--- src/hdl/swm_pkg.sv ---
package swm_pkg;

   localparam int WINDOW_MAX_DEFAULT  = 64;
   localparam int SAMPLE_BITS_DEFAULT = 16;

   // Width and reset value of the window size register.
   localparam int CFG_BITS = 7;
   localparam logic [CFG_BITS-1:0] WINDOW_SIZE_RESET = 7'd3;

   // Controls broadcast from the top level to every cell of the chain.
   typedef struct packed {
      logic step;    // a sample beat is accepted this cycle
      logic first;   // that sample starts a new sequence
      logic drop;    // the front entry leaves the window on this step
      logic pop;     // purge one stale front entry, no sample taken
   } swm_ctl_type;

endpackage

--- src/hdl/swm_req_if.sv ---
interface swm_req_if #(
   parameter int SAMPLE_BITS = 16
);
   logic                          valid;
   logic                          ready;
   logic                          first;
   logic                          last;
   logic signed [SAMPLE_BITS-1:0] sample;

   modport source (output valid, first, last, sample, input ready);
   modport sink   (input valid, first, last, sample, output ready);
endinterface

--- src/hdl/swm_rsp_if.sv ---
interface swm_rsp_if #(
   parameter int SAMPLE_BITS = 16
);
   logic                          valid;
   logic                          ready;
   logic signed [SAMPLE_BITS-1:0] window_max;
   logic                          end_of_run;

   modport source (output valid, window_max, end_of_run, input ready);
   modport sink   (input valid, window_max, end_of_run, output ready);
endinterface

--- src/hdl/sliding_window_maximum_unit.sv ---
// Running maximum over the latest window_size (at most WINDOW_MAX) signed samples.
// Samples arrive as beats on req_if (first, last, sample); results leave as
// beats on rsp_if (window_max, end_of_run). A beat moves when valid and ready
// are both high. first starts a new sequence; end_of_run copies last.
// One result follows each sample once window_size samples (at most WINDOW_MAX)
// of the sequence have been seen; a window size of zero gives no results at all.
// The deque lives in a row of WINDOW_MAX cells, front at cell 0. Each cell
// compares its entry with the new sample in parallel, so one sample is taken
// per cycle unless stalled, and its result is written into the output register.
// After the window is made shorter, stale front entries are purged one per
// cycle before the next sample is taken.
// When the receiver stalls, the output register holds its result and the
// block takes no further sample until that result has gone.
// Reset (synchronous, active high) empties the deque, clears the fill count
// and sets window_size to 3. csr_write_enable writes window_size at once;
// write it only while no sample is in flight.
module sliding_window_maximum_unit
   import swm_pkg::*;
#(
   parameter int WINDOW_MAX  = WINDOW_MAX_DEFAULT,
   parameter int SAMPLE_BITS = SAMPLE_BITS_DEFAULT
) (
   input  logic                clock,
   input  logic                reset,
   swm_req_if.sink             req_if,
   swm_rsp_if.source           rsp_if,
   input  logic                csr_write_enable,
   input  logic [CFG_BITS-1:0] csr_write_data
);

   localparam int AGE_BITS = $clog2(WINDOW_MAX + 1);
   localparam int K_BITS   = (AGE_BITS > CFG_BITS) ? AGE_BITS : CFG_BITS;

   logic [CFG_BITS-1:0]           window_size_ff;
   logic [AGE_BITS-1:0]           fill_ff, fill_in;
   logic                          rsp_valid_ff, rsp_valid_in;
   logic signed [SAMPLE_BITS-1:0] rsp_max_ff, rsp_max_in;
   logic                          rsp_end_ff, rsp_end_in;

   logic [K_BITS-1:0]             size_wide;
   logic [AGE_BITS-1:0]           k_eff;
   logic                          purge, accept, emit;
   logic signed [SAMPLE_BITS-1:0] front_value;
   swm_ctl_type                   ctl;

   logic                          cell_valid [0:WINDOW_MAX];
   logic                          cell_keep  [0:WINDOW_MAX];
   logic signed [SAMPLE_BITS-1:0] cell_value [0:WINDOW_MAX];
   logic [AGE_BITS-1:0]           cell_age   [0:WINDOW_MAX];
   logic                          chain_keep [0:WINDOW_MAX];

   // Window length saturated to the depth of the chain.
   assign size_wide = K_BITS'(window_size_ff);
   assign k_eff     = (size_wide > K_BITS'(WINDOW_MAX)) ? AGE_BITS'(WINDOW_MAX)
                                                        : AGE_BITS'(size_wide);

   // Beyond the back of the chain sits a permanently empty place.
   assign cell_valid[WINDOW_MAX] = 1'b0;
   assign cell_keep[WINDOW_MAX]  = 1'b0;
   assign cell_value[WINDOW_MAX] = '0;
   assign cell_age[WINDOW_MAX]   = '0;
   assign chain_keep[0]          = 1'b1;

   // Ages fall strictly from front to back, so stale entries form a prefix. With
   // an unchanged window at most the front one is stale; more than that means
   // the window was shortened, and those are purged before a sample is taken.
   assign ctl.drop = cell_valid[0] && (cell_age[0] >= k_eff);
   assign purge    = ctl.drop && cell_valid[1] && (cell_age[1] >= k_eff);
   assign req_if.ready = !purge && (!rsp_valid_ff || rsp_if.ready);
   assign accept   = req_if.valid && req_if.ready;
   assign ctl.step  = accept;
   assign ctl.first = req_if.first;
   assign ctl.pop   = purge;

   for (genvar i = 0; i < WINDOW_MAX; i++) begin : g_cell
      swm_cell #(
         .SAMPLE_BITS (SAMPLE_BITS),
         .AGE_BITS    (AGE_BITS)
      ) u_cell (
         .clock         (clock),
         .reset         (reset),
         .ctl           (ctl),
         .sample        (req_if.sample),
         .prev_src_keep (chain_keep[i]),
         .up_valid      (cell_valid[i+1]),
         .up_keep       (cell_keep[i+1]),
         .up_value      (cell_value[i+1]),
         .up_age        (cell_age[i+1]),
         .valid         (cell_valid[i]),
         .keep          (cell_keep[i]),
         .src_keep      (chain_keep[i+1]),
         .value         (cell_value[i]),
         .age           (cell_age[i])
      );
   end

   // The new front is the surviving entry that lands in cell 0, or the sample.
   assign front_value = chain_keep[1] ? (ctl.drop ? cell_value[1] : cell_value[0])
                                      : req_if.sample;

   always_comb begin
      fill_in = fill_ff;
      if (accept) begin
         if (req_if.first) begin
            fill_in = AGE_BITS'(1);
         end else if (fill_ff < AGE_BITS'(WINDOW_MAX)) begin
            fill_in = fill_ff + AGE_BITS'(1);
         end
      end
   end

   assign emit = (k_eff != '0) && (fill_in >= k_eff);

   always_comb begin
      rsp_valid_in = rsp_valid_ff;
      rsp_max_in   = rsp_max_ff;
      rsp_end_in   = rsp_end_ff;
      if (accept) begin
         rsp_valid_in = emit;
         rsp_max_in   = front_value;
         rsp_end_in   = req_if.last;
      end else if (rsp_if.ready) begin
         rsp_valid_in = 1'b0;
      end
   end

   always_ff @(posedge clock) begin
      if (reset) begin
         window_size_ff <= WINDOW_SIZE_RESET;
         fill_ff        <= '0;
         rsp_valid_ff   <= 1'b0;
      end else begin
         if (csr_write_enable) begin
            window_size_ff <= csr_write_data;
         end
         fill_ff      <= fill_in;
         rsp_valid_ff <= rsp_valid_in;
      end
      rsp_max_ff <= rsp_max_in;
      rsp_end_ff <= rsp_end_in;
   end

   assign rsp_if.valid      = rsp_valid_ff;
   assign rsp_if.window_max = rsp_max_ff;
   assign rsp_if.end_of_run = rsp_end_ff;

endmodule

--- src/hdl/swm_cell.sv ---
module swm_cell
   import swm_pkg::*;
#(
   parameter int SAMPLE_BITS = SAMPLE_BITS_DEFAULT,
   parameter int AGE_BITS    = 7
) (
   input  logic                          clock,
   input  logic                          reset,
   input  swm_ctl_type                   ctl,
   input  logic signed [SAMPLE_BITS-1:0] sample,
   input  logic                          prev_src_keep,
   input  logic                          up_valid,
   input  logic                          up_keep,
   input  logic signed [SAMPLE_BITS-1:0] up_value,
   input  logic [AGE_BITS-1:0]           up_age,
   output logic                          valid,
   output logic                          keep,
   output logic                          src_keep,
   output logic signed [SAMPLE_BITS-1:0] value,
   output logic [AGE_BITS-1:0]           age
);

   logic                          valid_ff, valid_in;
   logic signed [SAMPLE_BITS-1:0] value_ff, value_in;
   logic [AGE_BITS-1:0]           age_ff, age_in;
   logic signed [SAMPLE_BITS-1:0] src_value;
   logic [AGE_BITS-1:0]           src_age;

   // An entry survives the back discard unless it is strictly below the new sample.
   assign keep = valid_ff && !(value_ff < sample);

   // The entry that would land here: our own, or our upstream neighbour's when
   // the front leaves the window and the whole deque moves one place forward.
   assign src_keep  = !ctl.first && (ctl.drop ? up_keep : keep);
   assign src_value = ctl.drop ? up_value : value_ff;
   assign src_age   = ctl.drop ? up_age : age_ff;

   always_comb begin
      valid_in = valid_ff;
      value_in = value_ff;
      age_in   = age_ff;
      if (ctl.pop) begin
         valid_in = up_valid;
         value_in = up_value;
         age_in   = up_age;
      end else if (ctl.step) begin
         if (src_keep) begin
            valid_in = 1'b1;
            value_in = src_value;
            age_in   = src_age + AGE_BITS'(1);
         end else if (prev_src_keep) begin
            // First free place behind the surviving entries takes the new sample.
            valid_in = 1'b1;
            value_in = sample;
            age_in   = AGE_BITS'(1);
         end else begin
            valid_in = 1'b0;
         end
      end
   end

   always_ff @(posedge clock) begin
      if (reset) begin
         valid_ff <= 1'b0;
      end else begin
         valid_ff <= valid_in;
      end
      value_ff <= value_in;
      age_ff   <= age_in;
   end

   assign valid = valid_ff;
   assign value = value_ff;
   assign age   = age_ff;

endmodule
--- src/flat_wrapper.sv ---
// flat-port wrapper written by rule: the top's interface ports become plain ports
module sliding_window_maximum_unit_flat import swm_pkg::*;
#(
   parameter int WINDOW_MAX  = WINDOW_MAX_DEFAULT,
   parameter int SAMPLE_BITS = SAMPLE_BITS_DEFAULT
)
  (clock, reset, csr_write_enable, csr_write_data, req_if_valid, req_if_first, req_if_last, req_if_sample, req_if_ready, rsp_if_valid, rsp_if_window_max, rsp_if_end_of_run, rsp_if_ready);
  swm_req_if #(.SAMPLE_BITS(SAMPLE_BITS)) req_if_i ();
  swm_rsp_if #(.SAMPLE_BITS(SAMPLE_BITS)) rsp_if_i ();
  input  logic clock;
  input  logic reset;
  input  logic csr_write_enable;
  input  logic [CFG_BITS-1:0] csr_write_data;
  input wire logic [$bits(req_if_i.valid)-1:0] req_if_valid;
  input wire logic [$bits(req_if_i.first)-1:0] req_if_first;
  input wire logic [$bits(req_if_i.last)-1:0] req_if_last;
  input wire logic [$bits(req_if_i.sample)-1:0] req_if_sample;
  output wire logic [$bits(req_if_i.ready)-1:0] req_if_ready;
  output wire logic [$bits(rsp_if_i.valid)-1:0] rsp_if_valid;
  output wire logic [$bits(rsp_if_i.window_max)-1:0] rsp_if_window_max;
  output wire logic [$bits(rsp_if_i.end_of_run)-1:0] rsp_if_end_of_run;
  input wire logic [$bits(rsp_if_i.ready)-1:0] rsp_if_ready;
  assign req_if_i.valid = req_if_valid;
  assign req_if_i.first = req_if_first;
  assign req_if_i.last = req_if_last;
  assign req_if_i.sample = req_if_sample;
  assign req_if_ready = req_if_i.ready;
  assign rsp_if_valid = rsp_if_i.valid;
  assign rsp_if_window_max = rsp_if_i.window_max;
  assign rsp_if_end_of_run = rsp_if_i.end_of_run;
  assign rsp_if_i.ready = rsp_if_ready;
  sliding_window_maximum_unit #(.WINDOW_MAX(WINDOW_MAX), .SAMPLE_BITS(SAMPLE_BITS)) u_core (.clock(clock), .reset(reset), .req_if(req_if_i), .rsp_if(rsp_if_i), .csr_write_enable(csr_write_enable), .csr_write_data(csr_write_data));
endmodule
--- config.mk ---
export PLATFORM = sky130hd
export DESIGN_NAME = sliding_window_maximum_unit_flat
export DESIGN_NICKNAME = d
export VERILOG_FILES = /design/src/hdl/swm_pkg.sv /design/src/hdl/swm_req_if.sv /design/src/hdl/swm_rsp_if.sv /design/src/hdl/sliding_window_maximum_unit.sv /design/src/hdl/swm_cell.sv /design/src/flat_wrapper.sv
export SDC_FILE = /design/constraint.sdc
export NUM_CORES = 2
export LEC_CHECK = 0
export ABC_AREA = 1
export BUFFER_PORTS_ARGS = -buffer_cell sky130_fd_sc_hd__buf_2
export CORE_MARGIN = 5
export CORE_UTILIZATION = 40
export DETAILED_ROUTE_END_ITERATION = 6
export PLACE_DENSITY_LB_ADDON = 0.3
export SLEW_MARGIN = 10
export SYNTH_ARGS = -nofsm -noshare
export SYNTH_HDL_FRONTEND = slang
export SYNTH_HIERARCHICAL = 1
export SYNTH_SLANG_ARGS = --single-unit
--- constraint.sdc ---
create_clock -name clock -period 8.4 [get_ports clock]
set_input_delay 0.42 -clock clock [delete_from_list [all_inputs] [get_ports clock]]
set_output_delay 0.42 -clock clock [all_outputs]
set_load 0.02 [all_outputs]
== Yosys cells after proc, flatten, opt, wreduce, memory -nomap -nowiden ==
Index checks and enable logic that the tools add are counted.
Operators by class
  $add $sub $neg: 65
  order comparisons: 69
  equal/unequal tests: 63
  muxes and demuxes: 956
  reductions and logical operators: 395
Operators by type and width (number)
  16-bit 2-to-1 mux: 317
  7-bit 2-to-1 mux: 321
  16-bit less-than comparator: 64
  7-bit by 1-bit adder with 7-bit output (second input constant): 65
  1-bit 2-to-1 mux: 318
  3-bit AND reduction: 63
  3-bit by 1-bit != test with 1-bit output (second input constant): 62
  3-bit nonzero test: 62
  1-bit logical AND: 134
  2-bit AND reduction: 63
  1-bit logical NOT: 67
  7-bit greater-or-equal comparator: 3
  7-bit > comparator (second input constant): 1
  7-bit less-than comparator (second input constant): 1
  7-bit nonzero test: 1
  2-bit nonzero test: 3
  2-bit by 1-bit != test with 1-bit output (second input constant): 1
  2-bit OR reduction: 1
  1-bit logical OR: 1
Word-level totals
  flip-flop bits (word level): 1568
  input bits: 30
  output and inout port bits: 19
  logic and storage cells: 1745

== Depth between registers and ports, before layout ==
  depth after elaboration: 13
  depth in mapped cells: 25
  gate-level depth less buffers: 25

== By module ==
The synthesis kept the hierarchy.
By module, submodules not included
  swm_cell (u_core.g_cell[0].u_cell ...): times used 57, cells an instance 207, area an instance 1775.5 µm², seq. area each 710.7 µm²
  swm_cell (u_core.g_cell[61].u_cell ...): times used 7, cells an instance 205, area an instance 1766.7 µm², seq. area each 710.7 µm²
  sliding_window_maximum_unit: times used 1, cells an instance 319, area an instance 2262.2 µm², seq. area each 810.8 µm²

== Least setup slack after synthesis ==
OpenSTA, ideal clock, no wires.
  kind: flip-flop to flip-flop
  start point: reg u_core.window_size_ff[4] (netlist: u_core/size_wide[4])
  end point: reg u_core.g_cell[1].u_cell.value_ff[0], enable pin
  library setup time: 0.388 ns
  arrival time: 6.346 ns
  required time: 8.012 ns
  slack: 1.665 ns
  cell stages (with the launch flop): 21
  path buffers: 1
  period minus slack after synthesis: 6.735 ns
  cells stage by stage: dfxtp_1 nor2_1 nand3_1 nand2_1 nand2_1 ha_1 inv_2 nor2_2 nand2_1 nor2_2 nor2_2 nor2_8 buf_2 inv_1 nand2_2 nand2_4 inv_1 nor2_1 nand2_1 nand2_1 nor2_1
RTL lines
  start, declared: line sliding_window_maximum_unit.sv:34  | logic [CFG_BITS-1:0] window_size_ff;
  start signal, assigned: line sliding_window_maximum_unit.sv:134  | window_size_ff <= csr_write_data;
  end signal, assigned: line swm_cell.sv:68  | value_ff <= value_in;
  end, declared: line swm_cell.sv:24  | logic signed [SAMPLE_BITS-1:0] value_ff, value_in;

== Worst setup path in the final report ==
  start point: reg u_core.window_size_ff[4] (netlist: u_core/size_wide[4])
  end point: reg u_core.g_cell[54].u_cell.age_ff[6], data pin
On the way
  cells in the longest elaborated chain, start to end: 9
  elaborated cells between the ends (all ways): 14
  those cells by class: add/sub: 1; order compare: 3; mux: 6; reduce/logical: 4
Ends and longest elaborated chain
  7-bit > comparator: line sliding_window_maximum_unit.sv:54  | assign k_eff = (size_wide > K_BITS'(WINDOW_MAX)) ? AGE_BITS'(WINDOW_MAX)
  7-bit 2-to-1 mux *: line sliding_window_maximum_unit.sv:54
  7-bit greater-or-equal comparator: line sliding_window_maximum_unit.sv:67  | assign ctl.drop = cell_valid[0] && (cell_age[0] >= k_eff);
  1-bit logical AND: line sliding_window_maximum_unit.sv:67
  7-bit 2-to-1 mux / 1-bit 2-to-1 mux (equally long branches): line swm_cell.sv:36, swm_cell.sv:34
  7-bit by 1-bit adder with 7-bit output / 1-bit logical AND (equally long branches): line swm_cell.sv:50, swm_cell.sv:34
  7-bit 2-to-1 mux: line swm_cell.sv:47  | if (src_keep) begin
  7-bit 2-to-1 mux: line swm_cell.sv:46  | end else if (ctl.step) begin
  7-bit 2-to-1 mux *: line swm_cell.sv:42  | if (ctl.pop) begin
  named net u_core.g_cell[54].u_cell.age_in[6]: line swm_cell.sv:25  | logic [AGE_BITS-1:0] age_ff, age_in;
  end signal, assigned: line swm_cell.sv:69  | age_ff <= age_in;
  end, declared: line swm_cell.sv:25
Mark *: on every way through the listed nets, which the timed path passes. The rest lies on a longest branch. The select of a mux whose other input is x is not followed.
A chain may end at the register's enable or synchronous reset.

==> results.md <==
- Yosys Warn Count: 6
- Initial Util: 0.402
- Final Net Count: 14600
- HPWL after detailed placement: 199 mm
- Worst Path Max Fanout: 182
- Vias: 87700
- Initial DRC count: 6049
- Synth Instances: 13600
- Global route total overflow: 0
- IO Count: 49
- DR vias/cell: 5.01
- Row cnt: 197
- WL/cell: 16.3 um
- VDD IR max: 0.000218 V
- Setup TNS: 0 ps
- Power Dens Cells: 170 nW/um^2
- CP Cell Sequence: nor2_1 -> nand3_1 -> a21boi_0 -> ha_1 -> nand2_1 -> nor2_1 -> nand2_1 -> nand3_1 -> nor2_2 -> nor2_8 -> buf_4 -> buf_12 -> o21ai_0 -> inv_1 -> ha_1 -> inv_1 -> or2_2 -> nor3_2 -> nand2_1 -> o21ai_1 -> o22ai_1
- Crit path from: u_core/size_wide[4]$_SDFFE_PP0P_
- Post-DP Area: 118000 um^2
- Clock Tree Buf Depth: 3
- GRT met1 Usage: 0.249
- Worst Reg-to-Reg Cells: 21
- Setup-failing EPs final: 0
- RR Startpoint: u_core/size_wide[4]$_SDFFE_PP0P_
- Layout cell share with drive strength beyond 1: 0.164
- Die Span X: 548 um
- Initial antenna violation count: 3
- Clock sink total: 1568
- Max-Slew Margin vs Limit: 0.348
- Worst slew pin tran: 978 ps
- Crit path to: u_core/g_cell[54].u_cell/age[6]$_DFFE_PP_
- Clock Latency Late Sink: 880 ps
- Leak Pwr: 55.9 nW
- Worst slack at placement: 3350 ps
- Synthesized area per cell: 8.55 um^2
- Worst path slowest cell: nor2_8
- Endpoint class of the critical path: flip-flop
- Total GRT Usage: 0.185
- Max Clk Rate: 0.192 GHz
- Worst Path Required: 8960 ps
- CTS HTree Levels: 4
- Met2 Track Usage GR: 0.319
- Grt met3 use: 0.0212
- Fin worst setup slack: 3200 ps
- DRC: 0
- Fin Clk Skew: 53.2 ps
- Die area: 300000 um^2
- Slew Viols, Final: 0
- Post-Place Cells: 17100
- Tot Pwr: 21.1 mW
- Largest net degree at the start of global routing: 183
- RSZ-0062 raised after global routing: no
- Clk slew on worst S/H paths: 60 ps
- GPL Wtd Cong: 0.826
- Hold Vio Cnt, Final: 0
- Post-Syn Area: 116000 um^2
- Drt pass-1 iters: 5
- I/O Buffers: 48
- Crit Path Class: flip-flop to flip-flop
- Die Ht: 548 um
- Final wirelength: 286 mm
- Antenna Nets Post-Route: 0
- Crit path time final: 5200 ps
- Startpoint Class: flip-flop
- Core box area: 288000 um^2
- R2R Path End: u_core/g_cell[54].u_cell/age[6]$_DFFE_PP_
- First-pass GRT wire length: 458 mm
- Area growth, synth to finish: 7.22%
- Vias in the first global route: 84900
- Most common cell on crit path: nand2_1
- Layout Cells excl Fill: 17500
- Final Cycle Share: 0.620
- Worst Path Arrival: 5760 ps
- Finished Cell Area: 124000 um^2
- Hold Crit Class: input pin to flip-flop
- Maxcap violations: 0
- Clock root cell: clkbuf_16
- Critical Path Max Stage Delay: 630 ps
- Status: completed
- CTS tree: done
- CTS buffer count: 188
- Cells resized by post-CTS repair: 0
- FF-to-FF setup slack: 3200 ps
- GR peak layer: met2
[where the power goes]
| group | internal (mW) | switching (mW) | total, mW | leakage (nW) |
|---|---|---|---|---|
| registers | 9.00 | 0.212 | 9.21 | 14.2 |
| logic | 1.20 | 2.33 | 3.52 | 38.7 |
| clock network | 4.81 | 3.55 | 8.36 | 3.07 |
[critical path: cells and delay by family, from the launching register on]
family / cells / cell delay [ps]
AOI/OAI and AO/OA: 4 / 980
and+or+nand+nor: 11 / 1800
adders and majority gates: 2 / 350
DFF: 1 / 320
buffers and inverters: 4 / 1190
[stage by stage]
stage,util,hold slack (ps)
finish,0.431,99.2
CTS,0.431,31.4
detailed placement,0.408,487
floorplan,-,445
global placement,0.408,483
global route,0.431,50.0
[worst min path at each step]
stage / start / endpoint / slack, ps / cells after the start
after global routing: req_if_sample[10] / u_core/g_cell[10].u_cell/value[10]$_DFFE_PP_ / 50 / 3
final: req_if_sample[10] / u_core/g_cell[9].u_cell/value[10]$_DFFE_PP_ / 100 / 3
after CTS: req_if_sample[10] / u_core/g_cell[9].u_cell/value[10]$_DFFE_PP_ / 30 / 3
after detailed placement: u_core/g_cell[40].u_cell/valid$_SDFFE_PP0P_ / u_core/g_cell[40].u_cell/valid$_SDFFE_PP0P_ / 490 / 2
after global placement: u_core/g_cell[27].u_cell/valid$_SDFFE_PP0P_ / u_core/g_cell[27].u_cell/valid$_SDFFE_PP0P_ / 480 / 2
after floorplan: u_core/size_wide[0]$_SDFFE_PP1P_ / u_core/size_wide[0]$_SDFFE_PP1P_ / 440 / 2
[metal layers]
layer	vias up	wire length (um)	share of wire
li1	44900	-	-
met1	40800	132000	0.46
met2	1557	136000	0.48
met3	400	11200	0.039
met4	0	6780	0.024
met5	-	0	0
[registers in the layout (all words and copies together), names as in the netlist]
register / flops
u_core/rsp_if.valid: 1
u_core/size_wide: 7
u_core/rsp_if.end_of_run: 1
u_core/g_cell.u_cell/age: 448
u_core/fill_ff: 7
u_core/g_cell.u_cell/value: 1024
u_core/g_cell.u_cell/valid: 64
u_core/rsp_if.window_max: 16
[placed cells by master, fill, tap and decap left out, drive strengths merged, types with 79 or more instances in the layout]
master / count
a21oi: 526
buf: 160
clkbuf: 267
dfxtp: 79
edfxtp: 1489
ha: 1046
inv: 2532
nand2: 3407
nand3: 591
nor2: 809
nor3: 250
o21ai: 1703
o22ai: 320
or2: 128
[area by class of cell]
class,instances,area (um^2)
tap,3781,4730
timing repair buffer,181,1480
multi-input combinational,9088,55900
fill,28300,164000
clock buffer,266,5270
inverter,2529,9510
antenna,2,5.00
clock inverter,86,1040
sequential,1568,46300
[what timing repair did]
action,CTS,global route
hold endpoints to repair,25,0
hold buffers,20,0
buffers inserted,0,0
No activity file was read; power rests on OpenSTA's default activity.
